$ cat src/rtl/bmhq_pkg.sv
// Shared constants, types and command/status structures for the binary min-heap queue.
`timescale 1ns / 1ps
`default_nettype none
package bmhq_pkg;

  // Heap geometry
  localparam int CAPACITY = 1024;
  localparam int ADDR_W   = (CAPACITY > 1) ? $clog2(CAPACITY) : 1;
  localparam int CNT_W    = $clog2(CAPACITY + 1);
  localparam int EXT_W    = ADDR_W + 2;

  // Field widths fixed by the transaction format
  localparam int IDX_W    = 16;
  localparam int KEY_W    = 16;
  localparam int STATUS_W = 2;
  localparam int ENTRY_W  = IDX_W + KEY_W;

  typedef struct packed {
    logic [IDX_W-1:0] idx;
    logic [KEY_W-1:0] key;
  } entry_t;

  typedef enum logic {
    REQ_PUSH = 1'b0,
    REQ_POP  = 1'b1
  } req_t;

  typedef enum logic [STATUS_W-1:0] {
    ST_PUSHED = 2'd0,
    ST_FULL   = 2'd1,
    ST_POPPED = 2'd2,
    ST_EMPTY  = 2'd3
  } status_t;

  typedef enum logic [2:0] {
    RD_ROOT   = 3'd0,
    RD_PARENT = 3'd1,
    RD_LAST   = 3'd2,
    RD_LC     = 3'd3,
    RD_RC     = 3'd4
  } rd_sel_t;

  typedef enum logic [1:0] {
    WR_MOV   = 2'd0,
    WR_RDATA = 2'd1,
    WR_LC    = 2'd2
  } wr_sel_t;

  typedef enum logic [2:0] {
    POS_HOLD   = 3'd0,
    POS_COUNT  = 3'd1,
    POS_ZERO   = 3'd2,
    POS_PARENT = 3'd3,
    POS_LC     = 3'd4,
    POS_RC     = 3'd5
  } pos_sel_t;

  // Controller to datapath
  typedef struct packed {
    logic     ld_req;
    logic     clr_popped;
    logic     rd_en;
    rd_sel_t  rd_sel;
    logic     wr_en;
    wr_sel_t  wr_sel;
    pos_sel_t pos_sel;
    logic     ld_popped;
    logic     ld_mov;
    logic     ld_lc;
    logic     cnt_inc;
    logic     cnt_dec;
    logic     set_code;
    status_t  code;
    logic     ld_out;
  } cmd_t;

  // Datapath to controller
  typedef struct packed {
    logic full;
    logic empty;
    logic cnt_one;
    logic pos_zero;
    logic lc_in;
    logic rc_in;
    logic mov_lt_rd;
    logic rd_lt_best;
    logic lc_win;
  } sts_t;

endpackage
`default_nettype wire

$ cat src/rtl/bmhq_ctrl.sv
// Heap controller: sequences sift-up and sift-down steps and the result handshake.
`timescale 1ns / 1ps
`default_nettype none
module bmhq_ctrl (
  input  logic           clk,
  input  logic           rst_n,
  input  logic           in_valid,
  input  logic           in_req_type,
  output logic           in_ready,
  output logic           out_valid,
  input  logic           out_ready,
  input  bmhq_pkg::sts_t sts,
  output bmhq_pkg::cmd_t cmd
);
  import bmhq_pkg::*;

  typedef enum logic [9:0] {
    S_IDLE    = 10'b0000000001,
    S_UP_CHK  = 10'b0000000010,
    S_UP_CMP  = 10'b0000000100,
    S_DN_ROOT = 10'b0000001000,
    S_DN_LAST = 10'b0000010000,
    S_DN_CHK  = 10'b0000100000,
    S_DN_LC   = 10'b0001000000,
    S_DN_RC   = 10'b0010000000,
    S_DN_LEAF = 10'b0100000000,
    S_FIN     = 10'b1000000000
  } state_t;

  state_t state_r, state_nxt;
  logic   out_valid_r, out_valid_nxt;

  assign in_ready  = (state_r == S_IDLE);
  assign out_valid = out_valid_r;

  always_comb begin
    state_nxt = state_r;
    cmd       = '0;
    case (state_r)
      S_IDLE: begin
        if (in_valid) begin
          cmd.clr_popped = 1'b1;
          if (in_req_type == REQ_PUSH) begin
            if (sts.full) begin
              cmd.set_code = 1'b1;
              cmd.code     = ST_FULL;
              state_nxt    = S_FIN;
            end else begin
              cmd.ld_req  = 1'b1;
              cmd.pos_sel = POS_COUNT;
              state_nxt   = S_UP_CHK;
            end
          end else begin
            if (sts.empty) begin
              cmd.set_code = 1'b1;
              cmd.code     = ST_EMPTY;
              state_nxt    = S_FIN;
            end else begin
              cmd.rd_en  = 1'b1;
              cmd.rd_sel = RD_ROOT;
              state_nxt  = S_DN_ROOT;
            end
          end
        end
      end
      S_UP_CHK: begin
        if (sts.pos_zero) begin
          cmd.wr_en    = 1'b1;
          cmd.wr_sel   = WR_MOV;
          cmd.cnt_inc  = 1'b1;
          cmd.set_code = 1'b1;
          cmd.code     = ST_PUSHED;
          state_nxt    = S_FIN;
        end else begin
          cmd.rd_en  = 1'b1;
          cmd.rd_sel = RD_PARENT;
          state_nxt  = S_UP_CMP;
        end
      end
      S_UP_CMP: begin
        cmd.wr_en = 1'b1;
        if (sts.mov_lt_rd) begin
          cmd.wr_sel  = WR_RDATA;
          cmd.pos_sel = POS_PARENT;
          state_nxt   = S_UP_CHK;
        end else begin
          cmd.wr_sel   = WR_MOV;
          cmd.cnt_inc  = 1'b1;
          cmd.set_code = 1'b1;
          cmd.code     = ST_PUSHED;
          state_nxt    = S_FIN;
        end
      end
      S_DN_ROOT: begin
        cmd.ld_popped = 1'b1;
        cmd.cnt_dec   = 1'b1;
        cmd.set_code  = 1'b1;
        cmd.code      = ST_POPPED;
        if (sts.cnt_one) begin
          state_nxt = S_FIN;
        end else begin
          cmd.rd_en  = 1'b1;
          cmd.rd_sel = RD_LAST;
          state_nxt  = S_DN_LAST;
        end
      end
      S_DN_LAST: begin
        cmd.ld_mov  = 1'b1;
        cmd.pos_sel = POS_ZERO;
        state_nxt   = S_DN_CHK;
      end
      S_DN_CHK: begin
        if (sts.lc_in) begin
          cmd.rd_en  = 1'b1;
          cmd.rd_sel = RD_LC;
          state_nxt  = S_DN_LC;
        end else begin
          cmd.wr_en  = 1'b1;
          cmd.wr_sel = WR_MOV;
          state_nxt  = S_FIN;
        end
      end
      S_DN_LC: begin
        cmd.ld_lc = 1'b1;
        if (sts.rc_in) begin
          cmd.rd_en  = 1'b1;
          cmd.rd_sel = RD_RC;
          state_nxt  = S_DN_RC;
        end else begin
          state_nxt = S_DN_LEAF;
        end
      end
      S_DN_RC: begin
        cmd.wr_en = 1'b1;
        if (sts.rd_lt_best) begin
          cmd.wr_sel  = WR_RDATA;
          cmd.pos_sel = POS_RC;
          state_nxt   = S_DN_CHK;
        end else if (sts.lc_win) begin
          cmd.wr_sel  = WR_LC;
          cmd.pos_sel = POS_LC;
          state_nxt   = S_DN_CHK;
        end else begin
          cmd.wr_sel = WR_MOV;
          state_nxt  = S_FIN;
        end
      end
      S_DN_LEAF: begin
        cmd.wr_en = 1'b1;
        if (sts.lc_win) begin
          cmd.wr_sel  = WR_LC;
          cmd.pos_sel = POS_LC;
          state_nxt   = S_DN_CHK;
        end else begin
          cmd.wr_sel = WR_MOV;
          state_nxt  = S_FIN;
        end
      end
      S_FIN: begin
        if (!out_valid_r || out_ready) begin
          cmd.ld_out = 1'b1;
          state_nxt  = S_IDLE;
        end
      end
      default: begin
        state_nxt = S_IDLE;
      end
    endcase
  end

  always_comb begin
    if (cmd.ld_out) begin
      out_valid_nxt = 1'b1;
    end else if (out_ready) begin
      out_valid_nxt = 1'b0;
    end else begin
      out_valid_nxt = out_valid_r;
    end
  end

  always_ff @(posedge clk) begin
    if (!rst_n) begin
      state_r     <= S_IDLE;
      out_valid_r <= 1'b0;
    end else begin
      state_r     <= state_nxt;
      out_valid_r <= out_valid_nxt;
    end
  end

endmodule
`default_nettype wire
$ cat config.mk
export PLATFORM = sky130hd
export DESIGN_NAME = bmhq_ctrl
export DESIGN_NICKNAME = d
export VERILOG_FILES = /design/src/rtl/bmhq_pkg.sv /design/src/rtl/bmhq_ctrl.sv
export SDC_FILE = /design/constraint.sdc
export NUM_CORES = 1
export LEC_CHECK = 0
export BUFFER_PORTS_ARGS = -buffer_cell sky130_fd_sc_hd__buf_2
export CAP_MARGIN = 20
export CORE_MARGIN = 1
export CORE_UTILIZATION = 50
export CTS_CLUSTER_SIZE = 10
export DETAILED_ROUTE_END_ITERATION = 12
export GPL_ROUTABILITY_DRIVEN = 0
export PLACE_DENSITY = 0.83
export SLEW_MARGIN = 30
export SYNTH_ARGS = -nofsm -noshare
export SYNTH_HDL_FRONTEND = slang
export SYNTH_SLANG_ARGS = --single-unit
$ cat constraint.sdc
create_clock -name clk -period 3.44 [get_ports clk]
set_clock_uncertainty 0.2 [all_clocks]
set_input_delay 0.688 -clock clk [delete_from_list [all_inputs] [get_ports clk]]
set_output_delay 0.688 -clock clk [all_outputs]
set_load 0.05 [all_outputs]
==> reports/qor_table.md <==
| Group | Item | Value |
| --- | --- | --- |
| power and ir drop | Flop pwr share | 0.378 |
| timing | Fmax achieved | 0.3141 GHz |
| detailed routing | DRC errors left | 0 |
| worst setup path | Critical path type | reg -> out |
| placement | Placement-stage cell area | 1050 um2 |
| logic synthesis | Number of enable flip-flop cells after synthesis | 0 |
| power and ir drop | Cell Pwr Density | 358.8 nW/um2 |
| clock tree | TritonCTS Buffers | 3 |
| job | Number of max-cap violations | 0 |
| placement | Count of buffers inserted at the top-level ports | 36 |
| detailed routing | Number of violations reported at the end of detailed-routing iteration 0 | 37 |
| clock tree | Max H-tree Level | 1 |
| layout | Fraction of final layout cells sized beyond drive strength 1 | 0.3400 |
| logic synthesis | Synth Register Bits | 11 |
| timing | Crit path time final | 3.183 ns |
| timing | Hold_ws | 0.3873 ns |
| clock tree | Post-CTS Setup Inserts | 0 |
| logic synthesis | Synth top area share | 0.2511 |
| logic synthesis | Sequential area share after synthesis | 0.2511 |
| layout | Total Nets Final | 165 |
| detailed routing | Wire per inst | 15.19 um |
| floorplanning | Placeable core area | 1577 um2 |
| logic synthesis | Cell types occupying the most area after synthesis | sky130_fd_sc_hd__dfxtp_1 25%, sky130_fd_sc_hd__o21ai_0 5.1%, sky130_fd_sc_hd__nor2_1 5.1% |
| logic synthesis | Count of synthesis-stage warnings from yosys | 0 |
| power and ir drop | Overall power | 0.3866 mW |
| logic synthesis | Share of synthesized registers carrying an async set or reset | 0 |
| logic synthesis | Mean Syn Cell Area | 7.561 um2 |
| timing | Final clock period utilization by the worst path | 0.9254 |
| worst setup path | Destination of the critical timing path | cmd[18] |
| grt | First-pass GRT wire length | 4167 um |
| layout | Final Instance Area | 1077 um2 |
| status | Run status | finished, final reports clean |
| worst setup path | Worst setup startpoint | state_r[1]$_SDFFE_PN0P_ |
| layout | Diode count | 0 |
| grt | Global-route usage over all layers | 0.2866 |
| power and ir drop | Net switching power figure | 0.1646 mW |
| logic synthesis | Distinct cell type count after synthesis | 40 |
| timing | Setup repair after global routing missed its margin | no |
| logic synthesis | Synthesized area | 877.1 um2 |
| clock tree | Worst-skew pair later-pin latency | 0.27 ns |
| grt | Final global-route overflow total | 0 |
| layout | Count of fill cells added during filler insertion | 158 |
| layout | Area growth syn-to-layout | 22.82% |
| power and ir drop | Clock share of power | 0.222 |
| logic synthesis | Number of cells produced by synthesis | 116 |
| timing | Total negative slack for setup checks | 0 ns |
| logic synthesis | Cell taking the most area after synthesis | sky130_fd_sc_hd__dfxtp_1 |
| floorplanning | Die Y-Extent | 43.88 um |
| floorplanning | Die Wd | 43.88 um |
| grt | Initial antenna violation count | 0 |
| detailed routing | Total routed wirelength | 2521 um |
| floorplanning | Starting Density | 0.5563 |
| timing | Max Slew Vio Count | 0 |
| grt | Via count of the first global-routing pass | 905 |
| power and ir drop | Sw frac | 0.4259 |
| grt | Largest net degree at the start of global routing | 10 |
| placement | Dpl hpwl | 1974 um |
| hold path | Path type of the worst min-delay path | in -> reg |
| logic synthesis | Most used flip-flop cell after synthesis | sky130_fd_sc_hd__dfxtp_1 |
| clock tree | CTS sink cnt | 11 |
| clock tree | Post-CTS Resized | 0 |
| timing | Total setup violations reported at the end of the flow | 0 |
| worst setup path | Endpoint kind of the worst setup timing path | primary output |
| worst setup path | R2R Setup Slk | 1.25 ns |
| worst setup path | Launch instance of the worst register-to-register path | state_r[4]$_SDFFE_PN0P_ |
| logic synthesis | Net count after synthesis | 130 |
| timing | Count of final hold-check violations | 0 |
| clock tree | CTS Hold Buffers Added | 0 |
| worst setup path | Crit path DAT | 2.30 ns |
| worst setup path | Startpoint class of the critical path | flip-flop |
| floorplanning | Number of cell rows | 14 |
| detailed routing | Via-to-Cell Ratio | 6.127 |
| power and ir drop | Static Leakage | 0.5533 nW |
| detailed routing | Vias after detailed routing | 1,017 |
| logic synthesis | Library cell with the highest instance count after synthesis | sky130_fd_sc_hd__nor2_1 |
| clock tree | TritonCTS clock tree | built |
| worst setup path | Maximum fanout encountered on the critical timing path | 9 |
| worst setup path | Worst Reg-to-Reg Cells | 4 |
| power and ir drop | Worst IR Drop VDD | 0.0002430 V |
| clock tree | CTS root buffer | sky130_fd_sc_hd__clkbuf_4 |
| floorplanning | Die Footprint | 1925 um2 |
| clock tree | Worst-path clk slew | 0.07 ns |
| clock tree | Longest Clk Path Bufs | 2 |
| worst setup path | Worst r2r dst | state_r[1]$_SDFFE_PN0P_ |
| worst setup path | Worst Path Required | 2.55 ns |
| logic synthesis | Commonest cells in the synthesized netlist | 12 x sky130_fd_sc_hd__nor2_1, 11 x sky130_fd_sc_hd__dfxtp_1, 9 x sky130_fd_sc_hd__inv_1, 9 x sky130_fd_sc_hd__o21ai_0, 7 x sky130_fd_sc_hd__nand2_1 |
| timing | Max-Slew Margin vs Limit | 0.6576 |
| power and ir drop | Internal portion of total power | 0.2219 mW |
| timing | Actual transition at the worst max-transition pin | 0.5098 ns |
| detailed routing | Post-route antenna net violation count | 0 |
| floorplanning | Number of top-level design ports | 37 |
| power and ir drop | Comb pwr share | 0.400 |
| detailed routing | Number of search-and-repair iterations in the first detailed-routing pass | 6 |
==> per-layer routing <==
metal | wire, um | share of wire | global-route usage | vias up
met5 | 0 | 0 | 0 | -
met4 | 35 | 0.014 | 0.09091 | 0
met3 | 235 | 0.093 | 0.05417 | 6
met2 | 1210 | 0.48 | 0.4746 | 58
met1 | 1040 | 0.41 | 0.3756 | 464
li1 | - | - | - | 489
==> worst max-delay path, stage by stage (launching register included) <==
cell,delay (ns)
sky130_fd_sc_hd__dfxtp_1,0.41
sky130_fd_sc_hd__nor4_4,0.40
sky130_fd_sc_hd__nand3b_1,0.19
sky130_fd_sc_hd__or4_1,0.56
sky130_fd_sc_hd__o21ai_2,0.09
sky130_fd_sc_hd__or4_1,0.12
sky130_fd_sc_hd__buf_2,0.25
==> cell families (layout without fill, tap and decap cells) <==
logic type	count (synthesis)	count (layout)	synth area share
compound gates	22	22	0.1755
xor+xnor	2	2	0.01998
buf+inv	15	49	0.08415
flops	11	11	0.2511
mux	1	1	0.01141
simple gates	65	65	0.4579
==> per-stage QoR <==
step,std cells,util,setup slack (ns)
after CTS,166,0.6833,0.2642
after floorplan,116,-,-0.03573
after detailed placement,162,0.6659,0.5815
after global routing,166,0.6833,0.1289
final,166,0.6833,0.2566
after global placement,162,0.6659,0.6169
==> state kept, by name, indices dropped and copies added, names as in the netlist <==
| register | cells |
|---|---|
| state_r | 10 |
| out_valid | 1 |
==> placed cells by master, fill, tap and decap left out, drive strengths merged, types with 3 or more instances in the layout <==
cell type	Yosys	routed
nand2	7	7
inv	9	9
nor2b	5	5
nor2	12	12
buf	5	36
o21ai	10	10
nand2b	4	4
dfxtp	11	11
nor3b	4	4
clkbuf	1	3
nor4	6	6
or3	4	4
nor3	6	6
nand3	5	5
==> power by group through the flow <==
stage                     registers, mW  logic (mW)  clock network, mW
after floorplan                   0.145       0.118                  0
after global placement            0.148       0.150                  0
after detailed placement          0.149       0.153                  0
after CTS                         0.146       0.154             0.0888
after global routing              0.147       0.166             0.0940
final                             0.146       0.155             0.0857
==> final cells by class <==
type	count	area [um2]	share of cell area
Multi-Input combinational cell	90	595.6	0.5528
Timing Repair Buffer	36	180.2	0.1672
Clock buffer	3	22.52	0.02091
Tap cell	16	20.02	0.01858
Clock inverter	1	5.005	0.004646
Sequential cell	11	220.2	0.2044
Inverter	9	33.78	0.03136
==> worst min-delay path by stage <==
stage | slack [ns] | cells after the start | end | startpoint
2_1_floorplan | 0.43 | 4 | out_valid$_SDFFE_PN0P_ | state_r[4]$_SDFFE_PN0P_
3_3_place_gp | 0.42 | 3 | out_valid$_SDFFE_PN0P_ | out_valid$_SDFFE_PN0P_
3_5_place_dp | 0.43 | 3 | out_valid$_SDFFE_PN0P_ | out_valid$_SDFFE_PN0P_
4_1_cts | 0.38 | 2 | state_r[8]$_SDFFE_PN0P_ | sts[3]
5_1_grt | 0.40 | 2 | state_r[8]$_SDFFE_PN0P_ | sts[3]
6_report | 0.39 | 2 | state_r[8]$_SDFFE_PN0P_ | sts[3]
(Power assumes the default switching activity.)
